==> src/hw/rtl/mmph_pkg.sv <==
// ----------------------------------------------------------------------------
// mmph_pkg
// Types, algorithm codes and bytewise CRC / checksum functions shared by the
// packet hash engine.
// ----------------------------------------------------------------------------
package mmph_pkg;

  // Algorithm select codes
  localparam logic [1:0] ALG_CRC16_ARC   = 2'd0;
  localparam logic [1:0] ALG_CRC32       = 2'd1;
  localparam logic [1:0] ALG_CRC16_CCITT = 2'd2;
  localparam logic [1:0] ALG_INET_CSUM   = 2'd3;

  // Polynomials and init / final values
  localparam logic [31:0] ARC_POLY_REFL   = 32'h0000_A001;
  localparam logic [31:0] CRC32_POLY_REFL = 32'hEDB8_8320;
  localparam logic [15:0] CCITT_POLY      = 16'h1021;
  localparam logic [31:0] CRC32_INIT      = 32'hFFFF_FFFF;
  localparam logic [31:0] CRC32_XOR_OUT   = 32'hFFFF_FFFF;
  localparam logic [31:0] CCITT_INIT      = 32'h0000_FFFF;
  localparam logic [31:0] ARC_INIT        = 32'h0000_0000;

  // Running hash state carried between bytes
  typedef struct packed {
    logic [31:0] crc;
    logic [15:0] sum;
    logic        odd;
  } hash_state_t;

  // Reflected (LSB-first) CRC over one byte, eight shift steps
  function automatic logic [31:0] crc_refl_byte(input logic [31:0] crc_in,
                                                input logic [7:0]  data,
                                                input logic [31:0] poly);
    logic [31:0] c;
    c = crc_in ^ {24'd0, data};
    for (int i = 0; i < 8; i++) begin
      c = c[0] ? ((c >> 1) ^ poly) : (c >> 1);
    end
    return c;
  endfunction

  // Non-reflected (MSB-first) 16-bit CRC over one byte
  function automatic logic [15:0] crc_ccitt_byte(input logic [15:0] crc_in,
                                                 input logic [7:0]  data);
    logic [15:0] c;
    c = crc_in ^ {data, 8'd0};
    for (int i = 0; i < 8; i++) begin
      c = c[15] ? ({c[14:0], 1'b0} ^ CCITT_POLY) : {c[14:0], 1'b0};
    end
    return c;
  endfunction

  // 16-bit ones-complement add with end-around carry
  function automatic logic [15:0] ones_add(input logic [15:0] a,
                                           input logic [15:0] b);
    logic [16:0] s;
    s = {1'b0, a} + {1'b0, b};
    return s[16] ? (s[15:0] + 16'd1) : s[15:0];
  endfunction

endpackage

==> src/hw/rtl/mmph_channels.sv <==
// ----------------------------------------------------------------------------
// mmph channels
// Valid/ready channel interfaces for message bytes and finished hash values.
// ----------------------------------------------------------------------------
interface mmph_byte_if;
  logic       valid;
  logic       ready;
  logic [7:0] data_byte;
  logic       last_byte;

  modport source (output valid, output data_byte, output last_byte, input ready);
  modport sink   (input valid, input data_byte, input last_byte, output ready);
endinterface

interface mmph_hash_if;
  logic        valid;
  logic        ready;
  logic [31:0] hash_value;

  modport source (output valid, output hash_value, input ready);
  modport sink   (input valid, input hash_value, output ready);
endinterface

==> src/hw/rtl/mmph_core.sv <==
// ----------------------------------------------------------------------------
// mmph_core
// One-byte update of the running CRC or ones-complement sum, with loading of
// the algorithm's initial value at message start, and the finished value.
// ----------------------------------------------------------------------------
module mmph_core (
  input  logic [1:0]           algorithm,
  input  logic                 mid_message,
  input  mmph_pkg::hash_state_t cur,
  input  logic [7:0]           data_byte,
  output mmph_pkg::hash_state_t nxt,
  output logic [31:0]          result
);

  mmph_pkg::hash_state_t base;
  logic [15:0]           word;
  logic [15:0]           arc_crc;
  logic [15:0]           ccitt_crc;
  logic [31:0]           crc32;

  // First byte of a message starts from the initial value
  always_comb begin
    base = cur;
    if (!mid_message) begin
      unique case (algorithm)
        mmph_pkg::ALG_CRC32:       base.crc = mmph_pkg::CRC32_INIT;
        mmph_pkg::ALG_CRC16_CCITT: base.crc = mmph_pkg::CCITT_INIT;
        default:                   base.crc = mmph_pkg::ARC_INIT;
      endcase
      base.sum = 16'd0;
      base.odd = 1'b0;
    end
  end

  // Byte lands in the high half of a word unless at odd position
  assign word = base.odd ? {8'd0, data_byte} : {data_byte, 8'd0};

  assign arc_crc   = 16'(mmph_pkg::crc_refl_byte({16'd0, base.crc[15:0]}, data_byte,
                                                 mmph_pkg::ARC_POLY_REFL));
  assign crc32     = mmph_pkg::crc_refl_byte(base.crc, data_byte, mmph_pkg::CRC32_POLY_REFL);
  assign ccitt_crc = mmph_pkg::crc_ccitt_byte(base.crc[15:0], data_byte);

  // Select the update for the active algorithm
  always_comb begin
    nxt = base;
    unique case (algorithm)
      mmph_pkg::ALG_CRC16_ARC: begin
        nxt.crc = {16'd0, arc_crc};
        result  = {16'd0, arc_crc};
      end
      mmph_pkg::ALG_CRC32: begin
        nxt.crc = crc32;
        result  = crc32 ^ mmph_pkg::CRC32_XOR_OUT;
      end
      mmph_pkg::ALG_CRC16_CCITT: begin
        nxt.crc = {16'd0, ccitt_crc};
        result  = {16'd0, ccitt_crc};
      end
      mmph_pkg::ALG_INET_CSUM: begin
        nxt.sum = mmph_pkg::ones_add(base.sum, word);
        nxt.odd = ~base.odd;
        result  = {16'd0, ~nxt.sum};
      end
    endcase
  end

endmodule

==> src/hw/rtl/multi_mode_packet_hash_engine_unit.sv <==
// ----------------------------------------------------------------------------
// multi_mode_packet_hash_engine_unit
// CRC-16/ARC, CRC-32, CRC-16/CCITT-FALSE or Internet checksum over a byte
// stream; one hash transaction per message on the last byte.
// ----------------------------------------------------------------------------
//  channel   dir  payload                     transaction
//  msg       in   data_byte[7:0], last_byte   one message byte
//  hash      out  hash_value[31:0]            finished hash of one message
//  cfg_wr_*  in   cfg_wr_data[1:0]            algorithm select, no read-back
//
//  One byte per cycle sustained; the hash of a message passes through the
//  input register, then the result register. The byte update is a single
//  pass through the CRC/sum logic in mmph_core. A stalled hash output holds
//  only a following last byte; other bytes keep flowing. Reset (rst,
//  synchronous) selects CRC-16/ARC and clears the valid flags and hash state.
// ----------------------------------------------------------------------------
module multi_mode_packet_hash_engine_unit (
  input  logic              clk,
  input  logic              rst,
  input  logic              cfg_wr_en,
  input  logic [1:0]        cfg_wr_data,
  mmph_byte_if.sink         msg,
  mmph_hash_if.source       hash
);

  logic [1:0]            algorithm;
  logic                  mid_message;
  mmph_pkg::hash_state_t state;
  mmph_pkg::hash_state_t state_next;
  logic [31:0]           result;

  logic                  s1_valid;
  logic [7:0]            s1_data;
  logic                  s1_last;
  logic                  s1_fire;

  logic                  out_valid;
  logic [31:0]           out_value;

  // Stage 1 moves on unless it has a last byte and a stalled result is held
  assign s1_fire   = s1_valid && (!s1_last || !out_valid || hash.ready);
  assign msg.ready = !s1_valid || s1_fire;

  // Input register
  always_ff @(posedge clk) begin
    if (rst) begin
      s1_valid <= 1'b0;
    end else if (msg.ready) begin
      s1_valid <= msg.valid;
    end
  end

  always_ff @(posedge clk) begin
    if (msg.ready && msg.valid) begin
      s1_data <= msg.data_byte;
      s1_last <= msg.last_byte;
    end
  end

  mmph_core u_core (
    .algorithm   (algorithm),
    .mid_message (mid_message),
    .cur         (state),
    .data_byte   (s1_data),
    .nxt         (state_next),
    .result      (result)
  );

  // Algorithm select and running state; a config write abandons a message
  always_ff @(posedge clk) begin
    if (rst) begin
      algorithm   <= mmph_pkg::ALG_CRC16_ARC;
      mid_message <= 1'b0;
      state       <= '0;
    end else if (cfg_wr_en) begin
      algorithm   <= cfg_wr_data;
      mid_message <= 1'b0;
    end else if (s1_fire) begin
      state       <= state_next;
      mid_message <= !s1_last;
    end
  end

  // Result register
  always_ff @(posedge clk) begin
    if (rst) begin
      out_valid <= 1'b0;
    end else if (s1_fire && s1_last) begin
      out_valid <= 1'b1;
    end else if (hash.ready) begin
      out_valid <= 1'b0;
    end
  end

  always_ff @(posedge clk) begin
    if (s1_fire && s1_last) begin
      out_value <= result;
    end
  end

  assign hash.valid      = out_valid;
  assign hash.hash_value = out_value;

endmodule

==> src/flat_wrapper.sv <==
// flat-port wrapper written by rule: the top's interface ports become plain ports
module multi_mode_packet_hash_engine_unit_flat 
  (clk, rst, cfg_wr_en, cfg_wr_data, msg_valid, msg_data_byte, msg_last_byte, msg_ready, hash_valid, hash_hash_value, hash_ready);
  mmph_byte_if msg_i ();
  mmph_hash_if hash_i ();
  input  logic clk;
  input  logic rst;
  input  logic cfg_wr_en;
  input  logic [1:0] cfg_wr_data;
  input wire logic [$bits(msg_i.valid)-1:0] msg_valid;
  input wire logic [$bits(msg_i.data_byte)-1:0] msg_data_byte;
  input wire logic [$bits(msg_i.last_byte)-1:0] msg_last_byte;
  output wire logic [$bits(msg_i.ready)-1:0] msg_ready;
  output wire logic [$bits(hash_i.valid)-1:0] hash_valid;
  output wire logic [$bits(hash_i.hash_value)-1:0] hash_hash_value;
  input wire logic [$bits(hash_i.ready)-1:0] hash_ready;
  assign msg_i.valid = msg_valid;
  assign msg_i.data_byte = msg_data_byte;
  assign msg_i.last_byte = msg_last_byte;
  assign msg_ready = msg_i.ready;
  assign hash_valid = hash_i.valid;
  assign hash_hash_value = hash_i.hash_value;
  assign hash_i.ready = hash_ready;
  multi_mode_packet_hash_engine_unit u_core (.clk(clk), .rst(rst), .cfg_wr_en(cfg_wr_en), .cfg_wr_data(cfg_wr_data), .msg(msg_i), .hash(hash_i));
endmodule
==> config.mk <==
export PLATFORM = sky130hd
export DESIGN_NAME = multi_mode_packet_hash_engine_unit_flat
export DESIGN_NICKNAME = d
export VERILOG_FILES = /design/src/hw/rtl/mmph_pkg.sv /design/src/hw/rtl/mmph_channels.sv /design/src/hw/rtl/mmph_core.sv /design/src/hw/rtl/multi_mode_packet_hash_engine_unit.sv /design/src/flat_wrapper.sv
export SDC_FILE = /design/constraint.sdc
export NUM_CORES = 1
export LEC_CHECK = 0
export ABC_AREA = 1
export BUFFER_PORTS_ARGS = -buffer_cell sky130_fd_sc_hd__buf_2
export CAP_MARGIN = 20
export CORE_ASPECT_RATIO = 1.4
export CORE_UTILIZATION = 60
export DETAILED_ROUTE_END_ITERATION = 10
export PLACE_DENSITY = 0.85
export SYNTH_ARGS = -nofsm -noshare
export SYNTH_HDL_FRONTEND = slang
export SYNTH_SLANG_ARGS = --single-unit
==> constraint.sdc <==
create_clock -name clk -period 4.8 [get_ports clk]
set_clock_uncertainty 0.1 [all_clocks]
set_input_delay 0.24 -clock clk [delete_from_list [all_inputs] [get_ports clk]]
set_output_delay 0.24 -clock clk [all_outputs]
set_load 0.1 [all_outputs]
=== After elaboration in Yosys (flattened, before gate mapping) ===
Cells that the tools add are included.

* $add $sub $neg: 2
* Equal/unequal tests: 3
* Multiplexer cells: 33
* Bitwise logic cells: 31
* Reduce and logical (&&, ||, !) cells: 13

{| class="wikitable"
|+ Operators by type and width
! cell !! number
|-
| two-way mux 32 bit || 8
|-
| two-way mux 16 bit || 10
|-
| case mux 32 bit (4 select lines) || 1
|-
| NOT 13 -> 14 bit || 8
|-
| two-way mux 13 bit || 8
|-
| case mux 32 bit (3 select lines) || 1
|-
| case mux 32 bit (2 select lines) || 1
|-
| two-way mux 49 bit || 1
|-
| NOT 32 bit || 1
|-
| bitwise XOR 32 x 8 -> 32 bit || 1
|-
| NOT 2 -> 3 bit || 8
|-
| NOT 3 bit || 8
|-
| adder 16 x 16 -> 17 bit || 1
|-
| two-way mux 17 bit || 1
|-
| adder 16 x 1 -> 16 bit, second input constant || 1
|-
| NOT 16 bit || 1
|-
| bitwise XOR 16 bit || 1
|-
| bitwise XOR 16 x 8 -> 16 bit || 1
|-
| equality test 2 bit, second input constant || 2
|-
| logical AND 1 bit || 3
|-
| logical NOT 1 bit || 3
|-
| logical OR 1 bit || 3
|-
| equality test 2 x 1 -> 1 bit, second input constant || 1
|-
| logical NOT 2 bit || 1
|-
| other kinds (5) || 7
|}

* Flip-flop bits (word level): 95
* Input port bits: 16

=== Depth between registers and ports, before layout ===
Gate-level depths: netlist of the first run.

* Word-level depth: 22
* Gate-level depth with buffers: 26

=== Cells and area by module ===
Synthesis of the first run repeated with hierarchy kept, for this count alone.

* Cell total of the unflattened synthesis: 1331
* Area, all modules: 8454.4 µm²

{| class="wikitable"
|+ Modules (own cells, without submodules)
! module !! times used !! cells each !! area each (µm²) !! sequential area each (µm²)
|-
| mmph_core || 1 || 843 || 4501.8 || 0.0
|-
| multi_mode_packet_hash_engine_unit || 1 || 488 || 3952.5 || 2312.2
|}

=== Least setup slack after synthesis of the first run ===
No wires, ideal clock.

* Kind: register to register
* Start point: register u_core.mid_message
* End point: register u_core.out_value[15] (netlist: u_core.hash.hash_value[15]) (data pin)
* Library setup time: 253 ps
* Arrival time: 3495 ps
* Required time: 4447 ps
* Setup slack: 951 ps
* Stages on the path, launching flop included: 25
* Path buffers: 5
* Clock period less this slack: 3849 ps
* Cell sequence: dfxtp_1 buf_4 buf_2 buf_2 buf_2 buf_2 nand2_1 inv_1 ha_1 inv_1 fa_1 nand3b_1 nand2_1 xor2_1 inv_1 nor2_1 nand3_1 nor2_1 nand2_1 nor2_2 nand3_1 nand3_1 nand2_1 nand2_1 nand2_1

* Word-level cells in the longest chain between the ends: 16

{| class="wikitable"
|+ Ends and longest elaborated chain
! element !! RTL line !! source
|-
| start: declaration || multi_mode_packet_hash_engine_unit.sv:27 || <nowiki>logic mid_message;</nowiki>
|-
| start signal: assignment || multi_mode_packet_hash_engine_unit.sv:80 || <nowiki>mid_message <= !s1_last;</nowiki>
|-
| two-way mux 49 bit * || mmph_core.sv:24 || <nowiki>if (!mid_message) begin</nowiki>
|-
| branches (longest 14 deep; another with adder 16 x 16 -> 17 bit) || n/a ||
|-
| case mux 32 bit (4 select lines) * || mmph_core.sv:46 || <nowiki>unique case (algorithm)</nowiki>
|-
| via u_core.result[15] || multi_mode_packet_hash_engine_unit.sv:30 || <nowiki>logic [31:0] result;</nowiki>
|-
| end signal: assignment || multi_mode_packet_hash_engine_unit.sv:97 || <nowiki>out_value <= result;</nowiki>
|-
| end: declaration || multi_mode_packet_hash_engine_unit.sv:38 || <nowiki>logic [31:0] out_value;</nowiki>
|}

Mark *: on every way through the listed nets, which the timed path passes.
A chain may end at the register's enable or synchronous reset.

=== Final worst setup path of the first run ===
* Start point: register u_core.mid_message
* End point: register u_core.out_value[10] (netlist: u_core.hash.hash_value[10]) (data pin)

* Word-level cells in the longest chain between the ends: 13

{| class="wikitable"
|+ Ends and longest elaborated chain
! element !! RTL line
|-
| two-way mux 49 bit * || mmph_core.sv:24
|-
| branches (longest 11 deep; another with adder 16 x 16 -> 17 bit) || n/a
|-
| case mux 32 bit (4 select lines) * || mmph_core.sv:46
|-
| via u_core.result[10] || multi_mode_packet_hash_engine_unit.sv:30
|}

Marks and branches as above.

==> results of run 1 <==
==> per-stage QoR <==
stage / utilization (%) / cells / area, sq um / hold slack, ns / total power [mW]
after detailed placement: 64.1 / 1198 / 7540 / 0.318 / 1.99
after CTS: 67.3 / 1223 / 7910 / 0.0370 / 2.68
after floorplan: - / 1035 / 7230 / 0.232 / 1.74
after global placement: 64.1 / 1198 / 7540 / 0.317 / 1.98
final: 67.3 / 1223 / 7910 / 0.0561 / 2.71
after global routing: 67.3 / 1223 / 7910 / 0.0668 / 2.81
==> report_power, final <==
| group | switching (mW) | internal (mW) | total, mW |
|---|---|---|---|
| Combinational | 0.787 | 0.313 | 1.10 |
| Sequential | 0.0217 | 0.893 | 0.915 |
| Clock | 0.327 | 0.371 | 0.698 |
| Total | 1.14 | 1.58 | 2.71 |
==> cells by family after synthesis <==
group	count (synthesis)
buffers and inverters	138
adders and majority gates	22
AOI/OAI and AO/OA	191
DFF	95
and+or+nand+nor	501
xor gates and xnor gates	88
==> registers in the layout, summed over array words and instances (netlist names) <==
name and flops:
u_core.mid_message 1, u_core.s1_last 1, u_core.hash.valid 1, u_core.s1_valid 1, u_core.hash.hash_value 32, u_core.s1_data 8, u_core.state 49, u_core.algorithm 2
==> worst reg2reg max path: stages, from the launching register on <==
cell      delay [ns]
dfxtp_2         0.32
buf_4           0.49
nand2_1         0.12
inv_1           0.09
ha_1            0.20
inv_1           0.06
fa_1            0.39
nand3b_1        0.17
nand2_1         0.14
nand3_1         0.09
nand2_1         0.15
a21oi_1         0.13
inv_1           0.29
nand3_1         0.20
nor2_1          0.28
nand2_1         0.08
nand3_1         0.11
nand2_1         0.06
nand2_1         0.06
o211ai_1        0.09
==> cells in the final DEF (no fill, tap or decap), drive strengths merged <==
| master | instances |
|---|---|
| xnor2 | 16 |
| xor2 | 72 |
| buf | 56 |
| nor3 | 1 |
| clkinv | 2 |
| ha | 21 |
| a31oi | 3 |
| nand2 | 338 |
| o21ai | 54 |
| clkinvlp | 2 |
| o22ai | 1 |
| inv | 99 |
| fa | 1 |
| or2 | 9 |
| o211ai | 21 |
| edfxtp | 41 |
| o21a | 1 |
| a2111oi | 1 |
| nand4 | 9 |
| a21boi | 1 |
| nor2 | 60 |
| nand3 | 78 |
| dfxtp | 54 |
| o2111ai | 4 |
| a21oi | 105 |
| dlygate4sd3 | 9 |
| nor4 | 1 |
| nand3b | 5 |
| clkbuf | 11 |
==> layer usage <==
metal  share of wire, %  GRT usage [%]
met5                  0              0
met3                6.9           6.00
met2                 49           63.5
met1                 35           39.5
met4                8.9           31.3
==> final cells by class <==
type / instances / area [sq um]
clock buffers: 11 / 243
clock inverters: 5 / 41.3
fillers: 1051 / 3850
inverters: 98 / 368
multi-input cells: 802 / 4370
flip-flops and latches: 95 / 2310
well taps: 147 / 184
repair buffers: 65 / 388
==> final timing paths <==
| check | startpoint | endpoint | slack (ns) | cells past startpoint |
|---|---|---|---|---|
| worst max register to register | u_core.mid_message | u_core.hash.hash_value[10] | 0.90 | 19 |
| worst max-delay path | u_core.mid_message | u_core.hash.hash_value[10] | 0.90 | 19 |
| worst min register to register | u_core.state[14] | u_core.state[14] | 0.37 | 2 |
| worst min-delay path | cfg_wr_en | u_core.mid_message | 0.06 | 2 |
==> repair_timing <==
| item | CTS | global route |
|---|---|---|
| endpoints found under the setup margin | 0 | 0 |
| hold endpoints to repair | 9 | 0 |
| hold buffers | 9 | 0 |
| setup buffers | 0 | 0 |
==> flow_summary.toml, run 1 <==
[yosys]
syn-mean-instance-area_sq_um = 6.98
syn_nets = 1073
netlist_area_sq_um = 7230
yosys.area_share.adder_pct = 3.91
seq_area_frac_synth_pct = 32.0
synth_ff_type = "dfxtp_1"
yosys_warnings = 0
synth_commonest_cells = "nand2_1 (320), a21oi_1 (105), inv_1 (87)"
synth_top_area_share_pct = 17.0
synth-async-reset-ratio_pct = 0
netlist-cell-type-count = 39
muxShareOfSynthArea_pct = 0
synth_seq_cells = 95
syn_inst = 1035
yosys.area_share.simple_pct = 29.7
synth_edf_count = 41
synth.area.top_cells = "edfxtp_1 (17%), nand2_1 (17%), dfxtp_1 (15%), xor2_1 (7.5%), a21oi_1 (7.3%)"
synthMostInstantiatedCell = "nand2_1"
synth_top_family_by_area = "simple AND/OR/NAND/NOR gates"
synth-xor-area-share_pct = 12.5
synth_top_area_cell = "edfxtp_1"
synth_compound_area_share_pct = 14.3

[floorplanning]
core_sq_um = 11800
ios = 50
initial_core_util_pct = 61.5
die_area_sq_um = 12500
die_h_microns = 132
die_w_microns = 94.8
rows = 47

[clock_network]
cts_resized = 0
clk_pin_slew_ns = 0.07
cts_made_buffers = 9
cts_tree = "built"
cts_sinks = 95
cts_buffer_depth = 2
root_buffer = "clkbuf_16"
htree_levels = 3
clk_latency_ns = 0.35

[drt]
drc = 0
vias = 7346
ant_nets = 0
finalWirelength_microns = 23300
drt_iter0_drc = 613
viasPerCell = 6.01
routedWlPerCell_microns = 19.1
drt_pass1_iterations = 5

[critical_path]
crit_path_top_delay_cell = "buf_4"
cp.arrival_ns = 3.87
crit_top_cell = "nand2_1"
end_kind = "flip-flop"
cp-start-kind = "flip-flop"
critPathKind = "flip-flop to flip-flop"
path_delay_family = "simple AND/OR/NAND/NOR gates"
crit_chain = "buf_4 -> nand2_1 -> inv_1 -> ha_1 -> inv_1 -> fa_1 -> nand3b_1 -> nand2_1 -> nand3_1 -> nand2_1 -> a21oi_1 -> inv_1 -> nand3_1 -> nor2_1 -> nand2_1 -> nand3_1 -> nand2_1 -> nand2_1 -> o211ai_1"
crit_path_max_incr_delay_ns = 0.49
path_buf_inv = 4
crit_path_max_fanout = 50
crit_required_ns = 4.78

[final_layout]
fin_nets = 1109
area_growth_pct = 9.42
antenna-diode-count = 0
final_layout_size_suffix_gt1_share_pct = 11.0

[timing]
min_period_ns = 3.90
setup_tns_ns = 0
fin_ws_ns = 0.903
worst_pin_slew_ns = 1.05
rsz0062_at_grt = "no"
clock.fmax_ghz = 0.257
relSlewSlack_pct = 29.6
period_share_pct = 81.2
final-max-slew-violation-count = 0
finalSetupViolations = 0
hold_viol_final = 0

[place]
gp_congestion = 1.04
port_buffers = 49
hpwlAfterDp_microns = 16800
dpl_worst_slack_ns = 0.997

[grt]
grt-ovfl-total = 0
antenna_found_initial = 0
grt_first_pass_wirelength_microns = 35300
grt_pass1_vias = 6929
grt_use_total_pct = 37.5
grt_max_degree = 54

[power]
leakage_nw = 3.71
ir_drop_uv = 199
p_per_area_nw_per_um2 = 343

[run]
drv_cap = 0

[status]
status = "completed"

[min_path]
hold_path.class = "primary input to flip-flop"
Note: power is estimated with default switching activity, not from simulation.
==> run 2, diff against run 1 <==
- clock period: 4.8 -> 3.75 ns (I/O delays scaled with it)
==> run 2 against run 1 <==
Against the previous run:
- combinational power is 29% higher
- largest cell class unchanged
- die area stayed put
- critical endpoint is now u_core.hash.hash_value[11]
- largest power group unchanged
- sequential power is 28% higher
- via count hardly changed
- global-route usage is 0.90 points lower
- critical path depth is 2 lower
- non-clock buffer count is 16 higher
- count of clock-buffer cells in the layout is 1 lower
- setup slack worse by 0.65 ns
==> flow_summary.toml, run 2 (same netlist as run 1, synthesis figures left out) <==
[clock_network]
htree_levels = 3
cts_made_buffers = 9
cts_sinks = 95
cts_tree = "built"
root_buffer = "clkbuf_16"
cts_buffer_depth = 2
clk_latency_ns = 0.34
post_cts_buffers = 0
clk_pin_slew_ns = 0.07

[place]
gp_congestion = 1.03
port_buffers = 49
hpwlAfterDp_microns = 16400
dpl_worst_slack_ns = 0.285
dpl_cell_area_sq_um = 7650

[critical_path]
crit_path_top_delay_cell = "dfxtp_2"
path_buf_inv = 2
crit_path_max_fanout = 28
cp-start-kind = "flip-flop"
critPathKind = "flip-flop to flip-flop"
end_kind = "flip-flop"
crit_required_ns = 3.75
crit_top_cell = "nand2_1"
cp.arrival_ns = 3.50
crit_path_max_incr_delay_ns = 0.39
path_delay_family = "simple AND/OR/NAND/NOR gates"
crit_chain = "buf_4 -> nand2_1 -> inv_1 -> ha_1 -> a21oi_1 -> nand2_2 -> a21oi_1 -> xnor2_1 -> nand3_1 -> nor2_1 -> nand2_1 -> nor2_2 -> nand2_1 -> nand3_1 -> nand3_1 -> nand2_1 -> nand2_1"

[final_layout]
fin_nets = 1125
finalInstanceArea_sq_um = 8050
antenna-diode-count = 0
area_growth_pct = 11.4
layout_commonest_cell = "nand2_1"
regMostFlops = "u_core.state"
final_cell_mix = "nand2_1 (318), a21oi_1 (105), inv_1 (87), nand3_1 (76), xor2_1 (60)"
final_layout_size_suffix_gt1_share_pct = 12.7
largest_reg_flops = 49

[run]
drv_cap = 0

[timing]
final-max-slew-violation-count = 0
min_period_ns = 3.50
hold_viol_final = 0
finalSetupViolations = 0
relSlewSlack_pct = 31.3
worst_pin_slew_ns = 1.03
fin_ws_ns = 0.251
period_share_pct = 93.3
clock.fmax_ghz = 0.286

[grt]
grt-ovfl-total = 0
antenna_found_initial = 0
grt_first_pass_wirelength_microns = 34700
grt_max_degree = 54
grt_use_total_pct = 36.6
grt_pass1_vias = 6676

[power]
ir_drop_uv = 305
leakage_nw = 3.79
p_per_area_nw_per_um2 = 431

[drt]
drt_iter0_drc = 811
viasPerCell = 5.93
drt_pass1_iterations = 5
ant_nets = 0
routedWlPerCell_microns = 18.2
vias = 7351
finalWirelength_microns = 22500
drc = 0

[status]
status = "completed"

[floorplanning]
initial_core_util_pct = 61.5
ios = 50
die_w_microns = 94.8
rows = 47
core_sq_um = 11800
die_h_microns = 132
die_area_sq_um = 12500

[min_path]
hold_path.class = "primary input to flip-flop"
[run 2: changes by cell type in the layout (fill, tap and decap cells not counted)]
cell           delta
clkinvlp_4        -1
buf_4            +15
xor2_1            -2
nor2_2            +1
clkinv_2          +2
nor2_1            -1
dlygate4sd3_1     +1
clkbuf_1          -1
nand2_1           -2
xor2_2            +2
nand2_2           +2
[run 2: cell type report]
| cell class | instances | area (sq um) |
|---|---|---|
| tap | 147 | 184 |
| timing repair buffer | 81 | 510 |
| inverter | 98 | 368 |
| fill | 1061 | 3710 |
| clock buffer | 10 | 239 |
| sequential | 95 | 2310 |
| clock inverter | 6 | 43.8 |
| multi-input combinational | 802 | 4400 |
[run 2: tightest hold or removal path, stage by stage]
cell     delay [ns]
buf_2          0.09
nand2_1        0.07
a21oi_1        0.06
[run 2: power by group]
part / internal [mW] / switching (mW)
clock: 0.472 / 0.407
sequential: 1.14 / 0.0286
combinational: 0.423 / 0.999
total: 2.04 / 1.43
[run 2: through the flow]
| step | std cells | power (mW) | hold slack [ns] | utilization [%] | setup TNS [ns] |
|---|---|---|---|---|---|
| floorplan | 1035 | 2.22 | 0.179 | - | 0 |
| global placement | 1213 | 2.55 | 0.265 | 65.1 | 0 |
| detailed placement | 1213 | 2.56 | 0.266 | 65.1 | 0 |
| CTS | 1239 | 3.44 | 0.00629 | 68.3 | 0 |
| global route | 1239 | 3.61 | 0.0533 | 68.5 | -0.000579 |
| finish | 1239 | 3.47 | 0.0122 | 68.5 | 0 |
[run 2: final timing paths]
kind	start	end	slack (ns)	cells past startpoint
min reg2reg	u_core.state[30]	u_core.state[30]	0.37	2
max reg2reg	u_core.mid_message	u_core.hash.hash_value[11]	0.25	17
min	msg_valid	u_core.s1_valid	0.01	3
max	u_core.mid_message	u_core.hash.hash_value[11]	0.25	17
[run 2: per-layer routing]
layer / vias up / GRT usage, % / part of all wire [%]
li1: 3490 / - / -
met1: 3313 / 43.0 / 36
met2: 418 / 60.2 / 49
met3: 130 / 5.71 / 7.9
met4: 0 / 24.4 / 7.4
met5: - / 0 / 0
[run 2: timing repair]
| action | CTS | global route |
|---|---|---|
| setup endpoints to repair | 0 | 5 |
| hold buffers | 10 | 0 |
| resized for setup | 0 | 4 |
| hold endpoints to repair | 10 | 0 |
